`src/sv/palette_nearest_color_map_macros.svh`:
```
// ----------------------------------------------------------------------------
// palette_nearest_color_map_macros.svh
// assertion shorthands, sampled on clk and disabled during arst_n
// ----------------------------------------------------------------------------
`ifndef PALETTE_NEAREST_COLOR_MAP_MACROS_SVH
`define PALETTE_NEAREST_COLOR_MAP_MACROS_SVH

// consequent checked in the same cycle as the antecedent
`define PNC_ASSERT_NOW(label, ante, cons, msg) \
	label: assert property (@(posedge clk) disable iff (!arst_n) (ante) |-> (cons)) \
		else $error(msg);

// consequent checked in the cycle after the antecedent
`define PNC_ASSERT_NEXT(label, ante, cons, msg) \
	label: assert property (@(posedge clk) disable iff (!arst_n) (ante) |=> (cons)) \
		else $error(msg);

`endif

```
`src/sv/pnc_pkg.sv`:
```
// ----------------------------------------------------------------------------
// pnc_pkg
// shared types, codes, constants and the channel expansion table of the palette color mapper
// ----------------------------------------------------------------------------
package pnc_pkg;

	// request function codes
	typedef enum logic [1:0] {
		FUNC_LOAD  = 2'd0,
		FUNC_MAP   = 2'd1,
		FUNC_CLEAR = 2'd2,
		FUNC_NONE  = 2'd3
	} func_t;

	localparam logic [7:0] ALPHA_OPAQUE = 8'd128;

	localparam int unsigned CHAN_W     = 8;
	localparam int unsigned COLOR_W    = 15;
	localparam int unsigned IDX_W      = 8;
	localparam int unsigned CNT_W      = 16;
	localparam int unsigned DIST_W     = 18;
	localparam int unsigned SEEN_ROW_W = 10;
	localparam int unsigned SEEN_BIT_W = 5;

	// five-bit channel expanded as c*255/31
	localparam logic [7:0] EXP5_TBL [32] = '{
		8'd0,   8'd8,   8'd16,  8'd24,  8'd32,  8'd41,  8'd49,  8'd57,
		8'd65,  8'd74,  8'd82,  8'd90,  8'd98,  8'd106, 8'd115, 8'd123,
		8'd131, 8'd139, 8'd148, 8'd156, 8'd164, 8'd172, 8'd180, 8'd189,
		8'd197, 8'd205, 8'd213, 8'd222, 8'd230, 8'd238, 8'd246, 8'd255
	};

	function automatic logic [7:0] exp5(input logic [4:0] c);
		return EXP5_TBL[c];
	endfunction

	// control of the seen-color map
	typedef struct packed {
		logic               rd;
		logic               wr;
		logic               clr;
		logic               exact;
		logic [COLOR_W-1:0] color;
	} seen_req_t;

	// outcome of a palette search
	typedef struct packed {
		logic             done;
		logic             exact;
		logic [IDX_W-1:0] best;
	} srch_res_t;

endpackage

```
`src/sv/pnc_search.sv`:
```
// ----------------------------------------------------------------------------
// pnc_search
// palette memory and a pipelined scan for the nearest entry, one per cycle
// ----------------------------------------------------------------------------
module pnc_search #(
	parameter int ENTRIES = 255
) (
	input  logic                        clk,
	input  logic                        arst_n,
	input  logic                        wr_en,
	input  logic [pnc_pkg::IDX_W-1:0]   wr_addr,
	input  logic [pnc_pkg::COLOR_W-1:0] wr_data,
	input  logic                        start,
	input  logic [pnc_pkg::IDX_W-1:0]   count,
	input  logic [pnc_pkg::COLOR_W-1:0] color,
	output pnc_pkg::srch_res_t          res
);
	import pnc_pkg::*;

	localparam int AW = (ENTRIES > 1) ? $clog2(ENTRIES) : 1;

	logic [COLOR_W-1:0] palette_mem [ENTRIES];

	logic             issuing_q;
	logic [IDX_W-1:0] addr_q;
	logic [IDX_W-1:0] last_q;
	logic             have_q;
	logic             done_q;
	logic [7:0]       px_r_q, px_g_q, px_b_q;

	logic               v_s1, last_s1;
	logic [IDX_W-1:0]   idx_s1;
	logic [COLOR_W-1:0] pal_s1;
	logic               v_s2, last_s2;
	logic [IDX_W-1:0]   idx_s2;
	logic [7:0]         dr_s2, dg_s2, db_s2;
	logic               v_s3, last_s3;
	logic [IDX_W-1:0]   idx_s3;
	logic [15:0]        sr_s3, sg_s3, sb_s3;

	logic [IDX_W-1:0]  best_q;
	logic [DIST_W-1:0] best_dist_q;
	logic [IDX_W-1:0]  res_best_q;
	logic              res_exact_q;

	logic [7:0]        pal_r, pal_g, pal_b;
	logic [DIST_W-1:0] dist_sum;
	logic              take;
	logic [IDX_W-1:0]  best_nxt;
	logic [DIST_W-1:0] best_dist_nxt;
	logic              empty_start;

	assign empty_start = start && (count == '0);

	// palette memory: one write port for loads, one registered read for the scan
	always_ff @(posedge clk) begin
		if (wr_en) palette_mem[wr_addr[AW-1:0]] <= wr_data;
		pal_s1 <= palette_mem[addr_q[AW-1:0]];
	end

	// scan control and stage valids
	always_ff @(posedge clk or negedge arst_n) begin
		if (!arst_n) begin
			issuing_q <= 1'b0;
			addr_q    <= '0;
			last_q    <= '0;
			have_q    <= 1'b0;
			done_q    <= 1'b0;
			v_s1      <= 1'b0;
			last_s1   <= 1'b0;
			v_s2      <= 1'b0;
			last_s2   <= 1'b0;
			v_s3      <= 1'b0;
			last_s3   <= 1'b0;
		end else begin
			if (start) begin
				issuing_q <= (count != '0);
				addr_q    <= '0;
				last_q    <= count - IDX_W'(1);
				have_q    <= 1'b0;
			end else begin
				if (issuing_q) begin
					addr_q <= addr_q + IDX_W'(1);
					if (addr_q == last_q) issuing_q <= 1'b0;
				end
				if (v_s3) have_q <= 1'b1;
			end
			v_s1    <= issuing_q;
			last_s1 <= issuing_q && (addr_q == last_q);
			v_s2    <= v_s1;
			last_s2 <= last_s1;
			v_s3    <= v_s2;
			last_s3 <= last_s2;
			done_q  <= empty_start || (v_s3 && last_s3);
		end
	end

	// distance of the entry in the last stage and running best
	always_comb begin
		dist_sum = DIST_W'(sr_s3) + DIST_W'(sg_s3) + DIST_W'(sb_s3);
		take = v_s3 && (!have_q || (dist_sum < best_dist_q));
		best_nxt      = take ? idx_s3 : best_q;
		best_dist_nxt = take ? dist_sum : best_dist_q;
	end

	assign pal_r = exp5(pal_s1[14:10]);
	assign pal_g = exp5(pal_s1[9:5]);
	assign pal_b = exp5(pal_s1[4:0]);

	// datapath stages
	always_ff @(posedge clk) begin
		if (start) begin
			px_r_q <= exp5(color[14:10]);
			px_g_q <= exp5(color[9:5]);
			px_b_q <= exp5(color[4:0]);
		end
		idx_s1 <= addr_q;

		// absolute channel differences
		idx_s2 <= idx_s1;
		dr_s2  <= (pal_r >= px_r_q) ? pal_r - px_r_q : px_r_q - pal_r;
		dg_s2  <= (pal_g >= px_g_q) ? pal_g - px_g_q : px_g_q - pal_g;
		db_s2  <= (pal_b >= px_b_q) ? pal_b - px_b_q : px_b_q - pal_b;

		// squares
		idx_s3 <= idx_s2;
		sr_s3  <= {8'd0, dr_s2} * {8'd0, dr_s2};
		sg_s3  <= {8'd0, dg_s2} * {8'd0, dg_s2};
		sb_s3  <= {8'd0, db_s2} * {8'd0, db_s2};

		// compare and keep the first least distance
		best_q      <= best_nxt;
		best_dist_q <= best_dist_nxt;

		if (empty_start) begin
			res_best_q  <= '0;
			res_exact_q <= 1'b0;
		end else if (v_s3 && last_s3) begin
			res_best_q  <= best_nxt;
			res_exact_q <= (best_dist_nxt == '0);
		end
	end

	assign res.done  = done_q;
	assign res.best  = res_best_q;
	assign res.exact = res_exact_q;

endmodule

```
`config.mk`:
```
export PLATFORM = sky130hd
export DESIGN_NAME = pnc_search
export DESIGN_NICKNAME = d
export VERILOG_FILES = /design/src/sv/palette_nearest_color_map_macros.svh /design/src/sv/pnc_pkg.sv /design/src/sv/pnc_search.sv
export SDC_FILE = /design/constraint.sdc
export NUM_CORES = 2
export LEC_CHECK = 0
export BUFFER_PORTS_ARGS = -buffer_cell sky130_fd_sc_hd__buf_2
export CORE_MARGIN = 2
export CORE_UTILIZATION = 40
export CTS_BUF_LIST = sky130_fd_sc_hd__clkbuf_16
export CTS_CLUSTER_SIZE = 16
export DETAILED_ROUTE_END_ITERATION = 6
export MAX_ROUTING_LAYER = met4
export SYNTH_ARGS = -nofsm -noshare
export SYNTH_HDL_FRONTEND = slang
export SYNTH_SLANG_ARGS = --single-unit
```
`constraint.sdc`:
```
create_clock -name clk -period 4.5 [get_ports clk]
set_clock_uncertainty 0.2 [all_clocks]
set_input_delay 0.225 -clock clk [delete_from_list [all_inputs] [get_ports clk]]
set_output_delay 0.225 -clock clk [all_outputs]
set_load 0.01 [all_outputs]
```
* After elaboration in Yosys (flattened, before gate mapping)
Memories as Yosys holds them, arrays and structs flattened. A register that Yosys moved wholly into a read port is not among the register bits. Index checks and enable logic that the tools add are counted.
Storage, ports and cells: memory bits (read-only) 1536, flip-flop bits (word level) 156, memories kept 7, bits of input ports 50, output and inout bits 10, bits in writable memories 3825
Cells by class: equal/unequal tests 1, reduce and logical (&&, ||, !) cells 12, order comparisons 7, multiplexer cells 20, bitwise gates (word level) 6, add/sub/neg operators 10, multipliers 3
Memories:
- palette_mem | words 255, bits a word 15, rd ports 1, clocked after Yosys merged registers in 1, wr ports 1, RTL line pnc_search.sv:22 | logic [COLOR_W-1:0] palette_mem [ENTRIES];
- (name not given) | words 32, bits a word 8, rd ports 1, clocked after Yosys merged registers in 1, wr ports 0, RTL line pnc_pkg.sv:34 | return EXP5_TBL[c];
- (name not given) | words 32, bits a word 8, rd ports 1, clocked after Yosys merged registers in 1, wr ports 0, RTL line pnc_pkg.sv:34
- (name not given) | words 32, bits a word 8, rd ports 1, clocked after Yosys merged registers in 1, wr ports 0, RTL line pnc_pkg.sv:34
- (name not given) | words 32, bits a word 8, rd ports 1, clocked after Yosys merged registers in 0, wr ports 0, RTL line pnc_pkg.sv:34
- (name not given) | words 32, bits a word 8, rd ports 1, clocked after Yosys merged registers in 0, wr ports 0, RTL line pnc_pkg.sv:34
- +1 memories
Operator list (count):
- $mux 8 | 12
- $mul 8x8->16 | 3
- $sub 8x8->8 | 6
- $not 5->6 | 6
- $ge 8x8->1 | 3
- $add 17x16->18 | 1
- $ge 6x6->1 const B | 3
- $logic_not 18->1 | 1
- $lt 18x18->1 | 1
- $mux 18 | 1
- $add 16x16->17 | 1
- $add 8x1->8 const B | 1
- $eq 8x8->1 | 1
- $logic_not 8->1 | 1
- $reduce_bool 8->1 | 1
- $sub 8x1->8 const B | 1
- $mux 1 | 7
- $logic_and 1x1->1 | 4
- $reduce_bool 2->1 | 2
- $logic_or 1x1->1 | 2
- $logic_not 1->1 | 1

* Depth between registers and ports, before layout
word-level depth 7, mapped depth 21, mapped depth without buffers 19

* Least setup slack after synthesis
OpenSTA, ideal clock, no wires.
path kind register to register, start register sr_s3[4], end register best_dist_q[1], path slack -0.202 ns, stages on the path, launching flop included 20, required time 4.171 ns, clock period less this slack 4.702 ns, data arrival time 4.374 ns, path through dfxtp_1 -> fa_1 -> ha_1 -> o21ai_0 -> a21oi_1 -> o211ai_1 -> o21ai_0 -> o41a_1 -> a21oi_1 -> nor2_1 -> ha_1 -> a41oi_1 -> o21ai_0 -> a21oi_1 -> nand3_1 -> nand2_1 -> clkbuf_1 -> buf_1 -> clkbuf_1 -> o21ai_0
On the way: cells in the longest elaborated chain, start to end 6
RTL lines:
- from (decl) | RTL line pnc_search.sv:39 | logic [15:0] sr_s3, sg_s3, sb_s3;
- from (signal assigned) | RTL line pnc_search.sv:127 | sr_s3 <= {8'd0, dr_s2} * {8'd0, dr_s2};
- $add 16x16->17 | RTL line pnc_search.sv:100 | dist_sum = DIST_W'(sr_s3) + DIST_W'(sg_s3) + DIST_W'(sb_s3);
- $add 17x16->18 | RTL line pnc_search.sv:100
- $lt 18x18->1 | RTL line pnc_search.sv:101 | take = v_s3 && (!have_q || (dist_sum < best_dist_q));
- $logic_or 1x1->1 | RTL line pnc_search.sv:101
- $logic_and 1x1->1 | RTL line pnc_search.sv:101
- $mux 18 | RTL line pnc_search.sv:103 | best_dist_nxt = take ? dist_sum : best_dist_q;
- named net best_dist_nxt[1] | RTL line pnc_search.sv:50 | logic [DIST_W-1:0] best_dist_nxt;
- to (signal assigned) | RTL line pnc_search.sv:133 | best_dist_q <= best_dist_nxt;
- to (decl) | RTL line pnc_search.sv:42 | logic [DIST_W-1:0] best_dist_q;
The timed path passes the listed nets, and every way through them passes these cells. A chain may end at the register's enable or synchronous reset.

* Worst setup path after layout
start register sr_s3[5], end register res_exact_q
On the way: cells in the longest elaborated chain, start to end 7
RTL lines:
- $add 16x16->17 (*) | RTL line pnc_search.sv:100
- $add 17x16->18 (*) | RTL line pnc_search.sv:100
- $lt 18x18->1 | RTL line pnc_search.sv:101
- $logic_or 1x1->1 | RTL line pnc_search.sv:101
- $logic_and 1x1->1 | RTL line pnc_search.sv:101
- $mux 18 (*) | RTL line pnc_search.sv:103
- $logic_not 18->1 (*) | RTL line pnc_search.sv:140 | res_exact_q <= (best_dist_nxt == '0);
- to (signal assigned) | RTL line pnc_search.sv:140
- to (decl) | RTL line pnc_search.sv:44 | logic res_exact_q;
Mark *: on every way between the ends. The rest lies on a longest branch, timed or not.

==> out/metrics.yaml <==
status: "finished, violations left"
violations: "negative setup slack"
finalHoldViolCount: 0
area_growth_pct: 15.8
fp.dieH_um: 637
seqCellArea_mm2: 0.119
ys_top_cells_by_area: "edfxtp_1, mux4_2, dfxtp_1, ha_1, fa_1"
clkTransAtPathRegs_ns: 0.06
timing.fmax_mhz: 221
core_mm2: 0.399
syn-cell-area_mm2: 0.160
worstReg2RegStart: "sr_s3[5]"
synth_top_family_by_area: "multiplexers"
antenna_found_initial: 44
numCtsBuffers: 407
drv_cap: 0
grt.busiest_layer: "met2"
synth_compound_area_share_pct: 1.28
seqPwrFrac_pct: 40.2
vias_per_cell: 5.69
synth_area_per_cell_um2: 21.9
p_leak_nw: 59.5
grt_usage_pct: 20.6
hold_path.class: "in -> reg"
min_period_over_period_pct: 101
max-vdd-ir-drop_mv: 1.20
synth-main-ff-cell: "edfxtp_1"
dp.cells: 12800
yosys.area.top_type: "edfxtp_1"
use_met2_pct: 32.6
num_io_pins: 60
place.gp.congestion: 0.829
wl_um: 411000
grt_max_degree: 161
final_cells: 13700
p_per_area_mw_per_mm2: 571
arrival_ns: 5.18
synth_edf_count: 3849
clkSinkCount: 4017
crit_path_start_kind: "register"
drtIter0Drc: 9932
muxShareOfSynthArea_pct: 17.7
cts-root-buf: "clkbuf_16"
layout_min_cycle_time_ns: 4.53
synthAdderAreaFrac_pct: 2.52
port_buffers: 59
final_antenna_net_count: 0
synthArstFlopShare_pct: 0.622
cts_buffer_depth: 4
cp_max_fo: 6
fin_nets: 8411
worstSetupEndpointType: "register"
crit_required_ns: 5.15
cts_tree: "built"
clock_latency_ns: 0.99
rsz0062_at_grt: "true"
synth_simple_gate_area_share_pct: 1.93
grt_pass1_vias: 79300
setup_viol: 2
path_class: "reg -> reg"
synth-xor-area-share_pct: 0.547
combPwrFrac_pct: 28.6
gr-usage-met3_pct: 3.33
dp_slack_ns: -0.0463
syn_inst: 7320
startpoint: "sr_s3[5]"
die_area_mm2: 0.405
timing.slew.headroom_pct: 20.4
hold-worst-slack_ns: 0.0871
use_met1_pct: 28.2
ys_types: 60
tightest_slew_ns: 1.19
fillers: 32800
vias: 78100
grt_overflow: 0
timing.final.ws_setup_ns: -0.0288
start_util_pct: 40.1
p_clk_share_pct: 31.2
final_common_cell: "edfxtp_1"
die_w_um: 637
ys_seq_elements: 4017
rows: 232
yosysTopAreaCellShare_pct: 72.2
dpl.hpwl_um: 251000
cell_internal_pwr_w: 0.0747
remaining_drc_errors: 0
tns_ns: -0.0435
wire_per_inst_um: 29.9
multiInputGateArea_mm2: 0.0389
hp-start: "color[9]"
grt_pass1_wl_um: 587000
final_cell_mix: "edfxtp_1, mux4_2, buf_4"
sw_frac_of_total_pct: 29.4
htree_num_levels: 5
drive_gt1_share_pct: 30.4
yosysSeqAreaShare_pct: 74.4
synth_warnings: 0
slew_violations: 0
first_pass_iters: 6
p_sw_w: 0.0311
-- cell usage after synthesis, types with 69 or more instances --
cell type / count
mux2i_1: 85
ha_1: 167
a21oi_1: 93
nand2_1: 154
nor2_1: 351
clkbuf_1: 174
dfxtp_1: 143
inv_1: 231
o21ai_0: 69
fa_1: 97
edfxtp_1: 3849
buf_2: 123
mux4_2: 1215
-- power by group through the flow --
stage	Sequential, W	Clock [W]	Combinational (W)
6_report	0.0425	0.0330	0.0303
2_1_floorplan	0.0430	0	0.0198
5_1_grt	0.0425	0.0349	0.0337
4_1_cts	0.0425	0.0336	0.0280
3_3_place_gp	0.0432	0	0.0273
3_5_place_dp	0.0432	0	0.0275
-- metal layers --
layer  share of wire [%]  up-vias
met5                   0        -
met4                 2.7        0
met3                 7.7      605
met2                  49     3177
met1                  41    42400
li1                    -    31900
-- logic make-up after synthesis --
group | Yosys count
flops | 4017
mux | 1316
simple gates | 705
buf+inv | 596
compound gates | 320
fa+ha+maj | 264
xor+xnor | 100
other cells | 2
-- flip-flops by register name, indices dropped and copies added, names as in the netlist, 15 cells and up --
name and flops:
best_dist_q 18, sg_s3 15, palette_mem 3825, sr_s3 15, sb_s3 15, pal_s1 15
-- worst paths after layout --
kind / depth (start not counted) / end / slack, ns
worst max register to register: 19 / res_exact_q / -0.03
worst min-delay path: 3 / px_g_q[2] / 0.09
worst min register to register: 0 / idx_s3[4] / 0.11
max in group asynchronous: 4 / addr_q[1] / 3.74
min in group asynchronous: 4 / done_q / 0.10
worst max-delay path: 19 / res_exact_q / -0.03
-- area by class of cell --
type | instances | area share, %
flip-flops and latches | 4017 | 64.3
multi-input cells | 2710 | 21.0
clock buffers | 410 | 5.54
repair buffers | 728 | 3.60
well taps | 5265 | 3.56
clock inverters | 338 | 1.50
inverters | 233 | 0.473
diodes | 16 | 0.0216
-- critical path, stage by stage, from the launching register on --
cell and delay (ns):
dfxtp_1 0.31, fa_1 0.48, ha_1 0.35, a21oi_1 0.24, o221a_4 0.24, o211ai_1 0.12, a41oi_2 0.25, o21bai_1 0.10
a21oi_1 0.17, xor2_1 0.23, ha_1 0.32, a41oi_2 0.20, o21ai_2 0.08, a21oi_2 0.16, nand3_1 0.11, nand2_2 0.11
buf_8 0.15, mux2i_4 0.25, o2111ai_2 0.14, o31ai_1 0.21
-- per-stage QoR --
stage          cell area (um2)  utilization (%)  power (W)
6_report                185000             46.4      0.106
5_1_grt                 185000             46.4      0.111
4_1_cts                 185000             46.3      0.104
3_5_place_dp            171000             42.8     0.0707
3_3_place_gp            171000             42.8     0.0705
2_1_floorplan           160000                -     0.0628
-- timing repair --
item | in CTS | in global routing
pin swaps | 6 | 23
hold endpoints to repair | 2294 | 0
gates cloned | 0 | 0
hold buffers | 92 | 0
buffers inserted | 2 | 10
endpoints found under the setup margin | 2 | 28
resized for setup | 10 | 89
Note: power is estimated with default switching activity, not from simulation.
